===== config.mk =====
export PLATFORM = sky130hd
export DESIGN_NAME = fuzzy_signal_extension_top_flat
export DESIGN_NICKNAME = d
export VERILOG_FILES = /design/src/rtl/fse_pkg.sv /design/src/rtl/fse_req_if.sv /design/src/rtl/fse_rsp_if.sv /design/src/rtl/fuzzy_signal_extension_top.sv /design/src/flat_wrapper.sv
export VERILOG_INCLUDE_DIRS = /design/src /design/src/rtl
export SDC_FILE = /design/constraint.sdc
export NUM_CORES = 1
export LEC_CHECK = 0
export BUFFER_PORTS_ARGS = -buffer_cell sky130_fd_sc_hd__buf_2
export CAP_MARGIN = 20
export CORE_MARGIN = 3
export CORE_UTILIZATION = 50
export DETAILED_ROUTE_END_ITERATION = 8
export PLACE_DENSITY = 0.67
export SKIP_LAST_GASP = 1
export SLEW_MARGIN = 20
export SYNTH_ARGS = -nofsm -noshare
export SYNTH_HDL_FRONTEND = slang
export SYNTH_SLANG_ARGS = --single-unit
export TNS_END_PERCENT = 30

===== constraint.sdc =====
create_clock -name clock -period 12.9 [get_ports clock]
set_input_delay 2.58 -clock clock [delete_from_list [all_inputs] [get_ports clock]]
set_output_delay 2.58 -clock clock [all_outputs]
set_load 0.05 [all_outputs]

===== src/rtl/fuzzy_signal_extension_top_assert.svh =====
// assertion macros for the fuzzy extension block
`ifndef FUZZY_SIGNAL_EXTENSION_TOP_ASSERT_SVH
`define FUZZY_SIGNAL_EXTENSION_TOP_ASSERT_SVH

// same-cycle implication
`define FSE_ASSERT_IMPLY(lbl, clk, rst, ante, cons, msg) \
   lbl: assert property (@(posedge clk) disable iff (rst) (ante) |-> (cons)) \
      else $error(msg);

// next-cycle implication
`define FSE_ASSERT_NEXT(lbl, clk, rst, ante, cons, msg) \
   lbl: assert property (@(posedge clk) disable iff (rst) (ante) |=> (cons)) \
      else $error(msg);

`endif


===== src/rtl/fse_pkg.sv =====
package fse_pkg;

   localparam int CountWidth   = 8;
   localparam int ExtWidth     = 7;
   localparam int TableWidth   = 32;
   localparam int AddrWidth    = 3;
   localparam int NumSets      = 4;
   localparam int SetIdxWidth  = 2;
   localparam int ConsWidth    = 2;
   localparam int CentreStep   = 3;
   localparam int Tenths       = 10;
   localparam int ScaleNum     = 2 * Tenths * CentreStep;

   localparam int MuWidth      = 4;
   localparam int ProdWidth    = 5;
   localparam int RowSumWidth  = 7;
   localparam int RowDenWidth  = 6;
   localparam int SumWidth     = 9;
   localparam int DenWidth     = 8;
   localparam int NumWidth     = 15;
   localparam int DivWidth     = 9;
   localparam int QuoWidth     = 7;
   localparam int QuoIdxWidth  = 3;
   localparam int ExtMax       = 90;

   localparam logic [TableWidth-1:0] RuleTableReset = 32'h1B06_0100;
   localparam logic [AddrWidth-1:0]  RuleTableAddr  = 3'd0;

   localparam logic [MuWidth-1:0] MuFull = 4'd10;
   localparam logic [MuWidth-1:0] MuNear = 4'd7;
   localparam logic [MuWidth-1:0] MuFar  = 4'd3;
   localparam logic [MuWidth-1:0] MuNone = 4'd0;

   typedef struct packed {
      logic [NumWidth-1:0] rem;
      logic [DivWidth-1:0] div;
      logic [QuoWidth-1:0] quo;
      logic                none;
   } div_state_type;

endpackage


===== src/rtl/fse_req_if.sv =====
interface fse_req_if;
   logic                            valid;
   logic                            ready;
   logic [fse_pkg::CountWidth-1:0]  go_count;
   logic [fse_pkg::CountWidth-1:0]  wait_count;

   modport source (output valid, output go_count, output wait_count, input ready);
   modport sink (input valid, input go_count, input wait_count, output ready);
endinterface


===== src/rtl/fse_rsp_if.sv =====
interface fse_rsp_if;
   logic                          valid;
   logic                          ready;
   logic [fse_pkg::ExtWidth-1:0]  extension_tenths;
   logic                          no_rule_fired;

   modport source (output valid, output extension_tenths, output no_rule_fired, input ready);
   modport sink (input valid, input extension_tenths, input no_rule_fired, output ready);
endinterface


===== src/rtl/fuzzy_signal_extension_top.sv =====
// throughput: one beat per cycle while the skid register is empty; six
//   pipeline stages plus an output register and a skid register, the divider
//   split over three of the stages
// reset: synchronous, active high; clears all valid bits and loads the default
//   rule table
module fuzzy_signal_extension_top (
   input  logic                                clock,
   input  logic                                reset,
   fse_req_if.sink                             req_if,
   fse_rsp_if.source                           rsp_if,
   input  logic                                psel,
   input  logic                                penable,
   input  logic                                pwrite,
   input  logic [fse_pkg::AddrWidth-1:0]       paddr,
   input  logic [fse_pkg::TableWidth-1:0]      pwdata,
   output logic [fse_pkg::TableWidth-1:0]      prdata,
   output logic                                pready
);

`include "fuzzy_signal_extension_top_assert.svh"

   localparam int NumStages = 6;

   function automatic logic [fse_pkg::MuWidth-1:0] member_tenths(
      input logic [fse_pkg::SetIdxWidth-1:0] set_idx,
      input logic [fse_pkg::CountWidth-1:0]  x
   );
      logic [fse_pkg::CountWidth-1:0] c;
      logic [fse_pkg::CountWidth-1:0] d;
      c = fse_pkg::CountWidth'(set_idx) * fse_pkg::CountWidth'(fse_pkg::CentreStep);
      d = (x >= c) ? (x - c) : (c - x);
      if (d == fse_pkg::CountWidth'(0)) begin
         return fse_pkg::MuFull;
      end else if (d == fse_pkg::CountWidth'(1)) begin
         return fse_pkg::MuNear;
      end else if (d == fse_pkg::CountWidth'(2)) begin
         return fse_pkg::MuFar;
      end
      return fse_pkg::MuNone;
   endfunction

   function automatic fse_pkg::div_state_type div_step(
      input fse_pkg::div_state_type         st,
      input logic [fse_pkg::QuoIdxWidth-1:0] pos
   );
      fse_pkg::div_state_type nx;
      logic [fse_pkg::NumWidth+fse_pkg::QuoWidth-1:0] trial;
      nx = st;
      trial = (fse_pkg::NumWidth + fse_pkg::QuoWidth)'(st.div) << pos;
      if (trial <= (fse_pkg::NumWidth + fse_pkg::QuoWidth)'(st.rem)) begin
         nx.rem      = st.rem - trial[fse_pkg::NumWidth-1:0];
         nx.quo[pos] = 1'b1;
      end
      return nx;
   endfunction

   // csr
   logic [fse_pkg::TableWidth-1:0] rule_table_ff;
   logic [fse_pkg::TableWidth-1:0] rule_table_in;

   always_comb begin
      rule_table_in = rule_table_ff;
      if (psel && penable && pwrite && paddr[fse_pkg::AddrWidth-1] == 1'b0) begin
         rule_table_in = pwdata;
      end
   end

   assign pready = 1'b1;
   assign prdata = (paddr[fse_pkg::AddrWidth-1] == 1'b0) ? rule_table_ff : '0;

   always_ff @(posedge clock) begin
      if (reset) begin
         rule_table_ff <= fse_pkg::RuleTableReset;
      end else begin
         rule_table_ff <= rule_table_in;
      end
   end

   // pipeline control
   logic                 advance;
   logic [NumStages-1:0] stage_valid_ff;
   logic [NumStages-1:0] stage_valid_in;
   logic                 skid_valid_ff;

   assign advance        = !skid_valid_ff;
   assign req_if.ready   = advance && !reset;
   assign stage_valid_in = advance ? {stage_valid_ff[NumStages-2:0], req_if.valid}
                                   : stage_valid_ff;

   // stage 1: fuzzify
   logic [fse_pkg::MuWidth-1:0] mu_go_ff   [fse_pkg::NumSets];
   logic [fse_pkg::MuWidth-1:0] mu_wait_ff [fse_pkg::NumSets];
   logic [fse_pkg::MuWidth-1:0] mu_go_in   [fse_pkg::NumSets];
   logic [fse_pkg::MuWidth-1:0] mu_wait_in [fse_pkg::NumSets];

   always_comb begin
      for (int s = 0; s < fse_pkg::NumSets; s++) begin
         mu_go_in[s]   = member_tenths(fse_pkg::SetIdxWidth'(s), req_if.go_count);
         mu_wait_in[s] = member_tenths(fse_pkg::SetIdxWidth'(s), req_if.wait_count);
      end
   end

   // stage 2: rule strengths, weighted row sums
   logic [fse_pkg::RowSumWidth-1:0] row_sum_ff [fse_pkg::NumSets];
   logic [fse_pkg::RowDenWidth-1:0] row_den_ff [fse_pkg::NumSets];
   logic [fse_pkg::RowSumWidth-1:0] row_sum_in [fse_pkg::NumSets];
   logic [fse_pkg::RowDenWidth-1:0] row_den_in [fse_pkg::NumSets];

   always_comb begin
      logic [fse_pkg::MuWidth-1:0]   strength;
      logic [fse_pkg::ConsWidth-1:0] cons;
      logic [fse_pkg::ProdWidth-1:0] prod;
      for (int g = 0; g < fse_pkg::NumSets; g++) begin
         row_sum_in[g] = '0;
         row_den_in[g] = '0;
         for (int w = 0; w < fse_pkg::NumSets; w++) begin
            strength = (mu_go_ff[g] < mu_wait_ff[w]) ? mu_go_ff[g] : mu_wait_ff[w];
            cons = rule_table_ff[fse_pkg::ConsWidth*(fse_pkg::NumSets*g+w) +:
                                 fse_pkg::ConsWidth];
            prod = fse_pkg::ProdWidth'(strength) * fse_pkg::ProdWidth'(cons);
            row_sum_in[g] = row_sum_in[g] + fse_pkg::RowSumWidth'(prod);
            row_den_in[g] = row_den_in[g] + fse_pkg::RowDenWidth'(strength);
         end
      end
   end

   // stage 3: totals, scaled dividend and divisor
   fse_pkg::div_state_type div0_ff, div0_in;

   always_comb begin
      logic [fse_pkg::SumWidth-1:0] sum_total;
      logic [fse_pkg::DenWidth-1:0] den_total;
      sum_total = '0;
      den_total = '0;
      for (int g = 0; g < fse_pkg::NumSets; g++) begin
         sum_total = sum_total + fse_pkg::SumWidth'(row_sum_ff[g]);
         den_total = den_total + fse_pkg::DenWidth'(row_den_ff[g]);
      end
      // round half up: (2*10*num + den) / (2*den), num = 3*sum
      div0_in.rem  = fse_pkg::NumWidth'(sum_total) * fse_pkg::NumWidth'(fse_pkg::ScaleNum)
                   + fse_pkg::NumWidth'(den_total);
      div0_in.div  = {den_total, 1'b0};
      div0_in.quo  = '0;
      div0_in.none = (den_total == '0);
   end

   // stages 4 to 6: restoring divide, quotient bits high to low
   fse_pkg::div_state_type div1_ff, div1_in;
   fse_pkg::div_state_type div2_ff, div2_in;
   fse_pkg::div_state_type div3_ff, div3_in;

   always_comb begin
      div1_in = div_step(div_step(div_step(div0_ff, 3'd6), 3'd5), 3'd4);
      div2_in = div_step(div_step(div1_ff, 3'd3), 3'd2);
      div3_in = div_step(div_step(div2_ff, 3'd1), 3'd0);
   end

   always_ff @(posedge clock) begin
      if (reset) begin
         stage_valid_ff <= '0;
      end else begin
         stage_valid_ff <= stage_valid_in;
      end
      if (advance) begin
         mu_go_ff   <= mu_go_in;
         mu_wait_ff <= mu_wait_in;
         row_sum_ff <= row_sum_in;
         row_den_ff <= row_den_in;
         div0_ff    <= div0_in;
         div1_ff    <= div1_in;
         div2_ff    <= div2_in;
         div3_ff    <= div3_in;
      end
   end

   // output register and skid
   logic [fse_pkg::ExtWidth-1:0] last_ext;
   logic                         last_valid;
   logic                         take_last;

   logic [fse_pkg::ExtWidth-1:0] out_ext_ff, out_ext_in;
   logic                         out_none_ff, out_none_in;
   logic                         out_valid_ff, out_valid_in;
   logic [fse_pkg::ExtWidth-1:0] skid_ext_ff, skid_ext_in;
   logic                         skid_none_ff, skid_none_in;
   logic                         skid_valid_in;

   assign last_ext   = div3_ff.none ? '0 : div3_ff.quo;
   assign last_valid = stage_valid_ff[NumStages-1];
   assign take_last  = last_valid && advance;

   always_comb begin
      out_ext_in    = out_ext_ff;
      out_none_in   = out_none_ff;
      out_valid_in  = out_valid_ff;
      skid_ext_in   = skid_ext_ff;
      skid_none_in  = skid_none_ff;
      skid_valid_in = skid_valid_ff;
      if (!out_valid_ff || rsp_if.ready) begin
         if (skid_valid_ff) begin
            out_ext_in    = skid_ext_ff;
            out_none_in   = skid_none_ff;
            out_valid_in  = 1'b1;
            skid_valid_in = 1'b0;
         end else begin
            out_ext_in   = last_ext;
            out_none_in  = div3_ff.none;
            out_valid_in = take_last;
         end
      end else if (take_last) begin
         skid_ext_in   = last_ext;
         skid_none_in  = div3_ff.none;
         skid_valid_in = 1'b1;
      end
   end

   always_ff @(posedge clock) begin
      if (reset) begin
         out_valid_ff  <= 1'b0;
         skid_valid_ff <= 1'b0;
      end else begin
         out_valid_ff  <= out_valid_in;
         skid_valid_ff <= skid_valid_in;
      end
      out_ext_ff   <= out_ext_in;
      out_none_ff  <= out_none_in;
      skid_ext_ff  <= skid_ext_in;
      skid_none_ff <= skid_none_in;
   end

   assign rsp_if.valid            = out_valid_ff;
   assign rsp_if.extension_tenths = out_ext_ff;
   assign rsp_if.no_rule_fired    = out_none_ff;

   `FSE_ASSERT_IMPLY(a_skid_needs_out, clock, reset, skid_valid_ff, out_valid_ff,
      "skid holds a beat while the output register is empty")
   `FSE_ASSERT_NEXT(a_stall_holds_last, clock, reset, !advance && last_valid,
      last_valid && $stable(div3_ff), "last stage changed while stalled")
   `FSE_ASSERT_IMPLY(a_none_gives_zero, clock, reset, out_valid_ff && out_none_ff,
      out_ext_ff == '0, "extension not zero when no rule fired")
   `FSE_ASSERT_IMPLY(a_ext_in_range, clock, reset, out_valid_ff,
      out_ext_ff <= fse_pkg::ExtWidth'(fse_pkg::ExtMax), "extension above full scale")

endmodule

===== src/flat_wrapper.sv =====
// flat-port wrapper written by rule: the top's interface ports become plain ports
module fuzzy_signal_extension_top_flat 
  (clock, reset, psel, penable, pwrite, paddr, pwdata, prdata, pready, req_if_valid, req_if_go_count, req_if_wait_count, req_if_ready, rsp_if_valid, rsp_if_extension_tenths, rsp_if_no_rule_fired, rsp_if_ready);
  fse_req_if req_if_i ();
  fse_rsp_if rsp_if_i ();
  input  logic clock;
  input  logic reset;
  input  logic psel;
  input  logic penable;
  input  logic pwrite;
  input  logic [fse_pkg::AddrWidth-1:0] paddr;
  input  logic [fse_pkg::TableWidth-1:0] pwdata;
  output logic [fse_pkg::TableWidth-1:0] prdata;
  output logic pready;
  input wire logic [$bits(req_if_i.valid)-1:0] req_if_valid;
  input wire logic [$bits(req_if_i.go_count)-1:0] req_if_go_count;
  input wire logic [$bits(req_if_i.wait_count)-1:0] req_if_wait_count;
  output wire logic [$bits(req_if_i.ready)-1:0] req_if_ready;
  output wire logic [$bits(rsp_if_i.valid)-1:0] rsp_if_valid;
  output wire logic [$bits(rsp_if_i.extension_tenths)-1:0] rsp_if_extension_tenths;
  output wire logic [$bits(rsp_if_i.no_rule_fired)-1:0] rsp_if_no_rule_fired;
  input wire logic [$bits(rsp_if_i.ready)-1:0] rsp_if_ready;
  assign req_if_i.valid = req_if_valid;
  assign req_if_i.go_count = req_if_go_count;
  assign req_if_i.wait_count = req_if_wait_count;
  assign req_if_ready = req_if_i.ready;
  assign rsp_if_valid = rsp_if_i.valid;
  assign rsp_if_extension_tenths = rsp_if_i.extension_tenths;
  assign rsp_if_no_rule_fired = rsp_if_i.no_rule_fired;
  assign rsp_if_i.ready = rsp_if_ready;
  fuzzy_signal_extension_top u_core (.clock(clock), .reset(reset), .req_if(req_if_i), .rsp_if(rsp_if_i), .psel(psel), .penable(penable), .pwrite(pwrite), .paddr(paddr), .pwdata(pwdata), .prdata(prdata), .pready(pready));
endmodule

Yosys cells after proc, flatten, opt, wreduce, memory -nomap -nowiden
Cells that the tools add are included.

$add $sub $neg: 51. Multipliers: 17. Divide/modulo/power cells: 0. $lt $le $gt $ge: 31. Eq/ne operators: 16. Shift operators: 0. Muxes and demuxes: 83. Bitwise gates (word level): 10. Reduce and logical (&&, ||, !) cells: 28.

Operators by type and width (count): 2-to-1 mux 4 bit (40); 2-to-1 mux 15 bit (6); multiplier 4 x 2 -> 5 bit (16); zero test 8 bit (9); equality test 8 x 1 -> 1 bit (second input constant) (8); equality test 8 x 2 -> 1 bit (second input constant) (8); < comparator 4 bit (16); 2-to-1 mux 8 bit (8); adder 7 x 5 -> 7 bit (8); adder 6 x 4 -> 6 bit (8); 2-to-1 mux 32 bit (1); 2-to-1 mux 1 bit (26); adder 5 x 5 -> 6 bit (4); adder 4 x 4 -> 5 bit (4); adder 9 x 7 -> 9 bit (2); OR reduction 2 bit (9); adder 8 x 6 -> 8 bit (2); >= comparator 8 x 1 -> 1 bit (second input constant) (2); >= comparator 8 x 2 -> 1 bit (second input constant) (2); >= comparator 8 x 3 -> 1 bit (second input constant) (2); >= comparator 8 x 4 -> 1 bit (second input constant) (2); subtractor 1 x 8 -> 8 bit (first input constant) (2); subtractor 2 x 8 -> 8 bit (first input constant) (2); subtractor 3 x 8 -> 8 bit (first input constant) (2); 27 further kinds (47).

Flip-flop bits (word level): 228. Bits in latches: 0. Memory bits (writable): 0. ROM bits: 0. Input port bits: 58. Output and inout port bits: 43. Word-level logic and storage cells: 287. Memories kept: 0.

Depth between registers and ports, before layout
Depth in word-level cells: 8. Mapped depth: 27. Mapped depth without buffers: 27.

Least setup slack after synthesis
OpenSTA, ideal clock, no wires.

Path kind: input to output. Start point: input paddr[2] in the netlist's numbering. End point: output prdata[10] in the netlist's numbering. Arrival time: 3.477 ns. Data required time: 10.320 ns. Path slack: 6.843 ns. Cell stages on the path: 2. Path through: clkbuf_1 > nor2b_1.

Longest elaborated chain between the ends: 1.

RTL lines: start, declared (RTL line flat_wrapper.sv:11) `input logic [fse_pkg::AddrWidth-1:0] paddr;`; 2-to-1 mux 32 bit (RTL line fuzzy_signal_extension_top.sv:69) `assign prdata = (paddr[fse_pkg::AddrWidth-1] == 1'b0) ? rule_table_ff : '0;`; end, declared (RTL line flat_wrapper.sv:13) `output logic [fse_pkg::TableWidth-1:0] prdata;`.

Every way passes these cells.

==> results_dict.tcl <==
set metrics [dict create \
    totalWireLength_um 47800 \
    wire_per_inst_um 16.2 \
    root_buffer "clkbuf_16" \
    power.density_nw_per_um2 143 \
    cts_tree "built" \
    grt_pass1_vias 16063 \
    fin_setup_tns_ns 0 \
    critPathArrivalTime_ns 7.38 \
    fin_util 0.555 \
    synth_edf_count 182 \
    clkTransAtPathRegs_ns 0.06 \
    vdd_drop_max_uv 307 \
    worstPathCellList "ha_1 > inv_1 > fa_1 > a211oi_1 > o21ai_0 > a21oi_1 > o21ai_1 > o21ai_0 > inv_1 > ha_1 > nor2b_1 > o2111ai_1 > a31oi_1 > and2_1 > a311oi_4 > inv_1 > mux2_2 > ha_1 > nand4_1 > nor4_1 > nor2_1 > nand3b_1 > mux2_2" \
    ys_seq_elements 222 \
    syn-num-nets 2726 \
    report.final.slew_viol_count 0 \
    finClkSkew_ns 0.0163 \
    avgSynthCellArea_um2 9.64 \
    async_reset_ff_frac 0 \
    io_pins 101 \
    post-cts-setup-buffers 0 \
    hp-class "flip-flop to flip-flop" \
    fin_cells 2941 \
    place_inst 2893 \
    max-clock-path-buffers 3 \
    hold_depth 0 \
    cts_buffers 26 \
    grt_pass1_wl_um 78500 \
    die_x_um 214 \
    cp.required_ns 13.20 \
    synth.distinct_cells 78 \
    r2r-start "u_core.div0_ff[17]" \
    p_leak_uw 0.0117 \
    first_pass_iters 5 \
    antenna_found_initial 2 \
    yosysSeqAreaShare 0.289 \
    vias_per_cell 5.43 \
    grt_max_degree 91 \
    holdPathEnd "u_core.div1_ff[0]" \
    worstReg2RegEnd "u_core.div1_ff[26]" \
    max_freq_ghz 0.141 \
    hold_buffers 0 \
    io_buffers 97 \
    die_y_um 214 \
    worst-setup-path-type "flip-flop to flip-flop" \
    ys.flop_type "edfxtp_1" \
    hold_ws_ns 0.418 \
    start_util 0.511 \
    syn_to_final_growth_pct 8.64 \
    cts-resized-gates 0 \
    ant_nets 0 \
    track_usage 0.206 \
    fin_ws_ns 5.82 \
    path_max_fanout 10 \
    r2r_setup_slack_ns 5.82 \
    timing.critical_path.from "u_core.div0_ff[17]" \
    hold_viol_final 0 \
    clock_latency_ns 0.56 \
    finalNetCount 2820 \
    maxSlewHeadroom 0.290 \
    n_antenna_cell 0 \
    crit_path_end_kind "flip-flop" \
    drc 0 \
    setup_viol 0 \
    dp_hpwl_um 38100 \
    drive_above_1_share 0.0808 \
    maxCapViolations 0 \
    yosysWarningCount 0 \
    clock-sinks 222 \
    place_congestion 0.843 \
    syn_inst 2250 \
    num_rows 75 \
    syn_area_um2 21700 \
    cp-start-kind "flip-flop" \
    place_ws_ns 6.03 \
    min_from "u_core.div0_ff[0]" \
    vias 15976 \
    max_stage_delay_ns 0.60 \
    dieArea_um2 45900 \
    outcome "finished clean" \
    worstMarginPinSlew_ns 1.06 \
    min_period_over_period 0.549 \
    fin_crit_ns 7.08 \
    rr_worst_depth 23 \
    rsz0062_at_grt "false" \
    core_area_um2 42400 \
    cp_slowest_cell "nor4_1" \
    htree_levels 1 \
    drt_iter0_markers 785 \
    grt-ovfl-total 0 \
]
-- power by group --
part           switching [uW]  internal, uW  total [uW]
clock network             304           391         695
registers                52.8           936         988
logic                     941           752        1690
total                    1300          2080        3380
-- worst max-delay path by stage --
stage                     slack [ns]                  to  depth (start not counted)
final                           5.82  u_core.div1_ff[26]                         23
after global routing            5.38  u_core.div1_ff[26]                         22
after CTS                       5.97  u_core.div1_ff[26]                         22
after detailed placement        6.03  u_core.div1_ff[26]                         22
after global placement          6.13  u_core.div1_ff[26]                         22
after floorplan                 6.84          prdata[10]                          2
-- final cells by class --
| cell class | instances | area (um^2) |
|---|---|---|
| Multi-Input combinational cell | 1716 | 14200 |
| Clock inverter | 19 | 140 |
| Tap cell | 577 | 722 |
| Inverter | 276 | 1040 |
| Sequential cell | 222 | 6270 |
| Fill cell | 3842 | 18900 |
| Timing Repair Buffer | 102 | 523 |
| Clock buffer | 29 | 662 |
-- critical path: cells and delay by family, from the launching register on --
kind / cells / cell delay [ns]
multiplexers: 2 / 0.71
buffers and inverters: 3 / 0.30
AND/OR/NAND/NOR: 6 / 1.69
adder cells (fa/ha/maj): 4 / 1.32
flip-flops: 1 / 0.46
AO/OA/AOI/OAI: 8 / 2.32
-- per-layer routing --
| layer | wire [um] | vias up | part of all wire | global-route usage |
|---|---|---|---|---|
| met5 | 13 | - | 0.00027 | 0 |
| met4 | 2110 | 2 | 0.044 | 0.0825 |
| met3 | 1620 | 92 | 0.034 | 0.0203 |
| met2 | 23600 | 295 | 0.49 | 0.374 |
| met1 | 20500 | 7597 | 0.43 | 0.252 |
| li1 | - | 7990 | - | - |
-- cell usage in the layout, fill, tap and decap left out, drive strengths merged, types with 38 or more instances in the layout --
cell	synthesis	layout
inv	276	277
nor2	117	117
edfxtp	182	182
fa	103	103
o21ai	73	73
xnor2	87	87
ha	315	315
mux2i	38	38
a21o	104	104
xor2	63	63
buf	6	102
a21oi	196	196
nand2b	39	39
nand2	136	136
dfxtp	40	40
nor2b	168	168
-- cells in the mapped netlist (38+ instances only) --
| cell type | count | area share |
|---|---|---|
| a21o_1 | 103 | 0.036 |
| a21oi_1 | 196 | 0.045 |
| dfxtp_1 | 40 | 0.037 |
| edfxtp_1 | 182 | 0.25 |
| fa_1 | 103 | 0.095 |
| ha_1 | 315 | 0.18 |
| inv_1 | 275 | 0.048 |
| mux2i_1 | 38 | 0.018 |
| nand2_1 | 136 | 0.024 |
| nand2b_1 | 39 | 0.011 |
| nor2_1 | 116 | 0.020 |
| nor2b_1 | 168 | 0.048 |
| o21ai_0 | 71 | 0.016 |
| xnor2_1 | 87 | 0.035 |
| xor2_1 | 63 | 0.025 |
-- per-stage QoR --
step | instance area, um^2 | power (uW)
after CTS | 23600 | 3380
after floorplan | 21700 | 2340
after global routing | 23600 | 3620
after detailed placement | 22800 | 2660
after global placement | 22800 | 2610
final | 23600 | 3380
-- logic make-up after synthesis --
logic type               synth area share
AND/OR/NAND/NOR                     0.145
AO/OA/AOI/OAI                       0.139
adder cells (fa/ha/maj)             0.277
buffers and inverters              0.0560
flip-flops                          0.289
XOR/XNOR                           0.0606
multiplexers                       0.0338
other                            0.000173
-- registers in the layout, summed over array words and instances (netlist names) --
signal	flops
u_core.mu_wait_ff	16
u_core.row_sum_ff	28
u_core.rsp_if.extension_tenths	7
u_core.skid_valid_ff	1
u_core.mu_go_ff	16
u_core.div2_ff	27
u_core.rsp_if.no_rule_fired	1
u_core.stage_valid_ff	6
u_core.skid_ext_ff	7
u_core.skid_none_ff	1
u_core.div3_ff	8
u_core.div0_ff	22
u_core.div1_ff	25
u_core.row_den_ff	24
u_core.rsp_if.valid	1
u_core.rule_table_ff	32
Note: power is estimated with default switching activity, not from simulation.
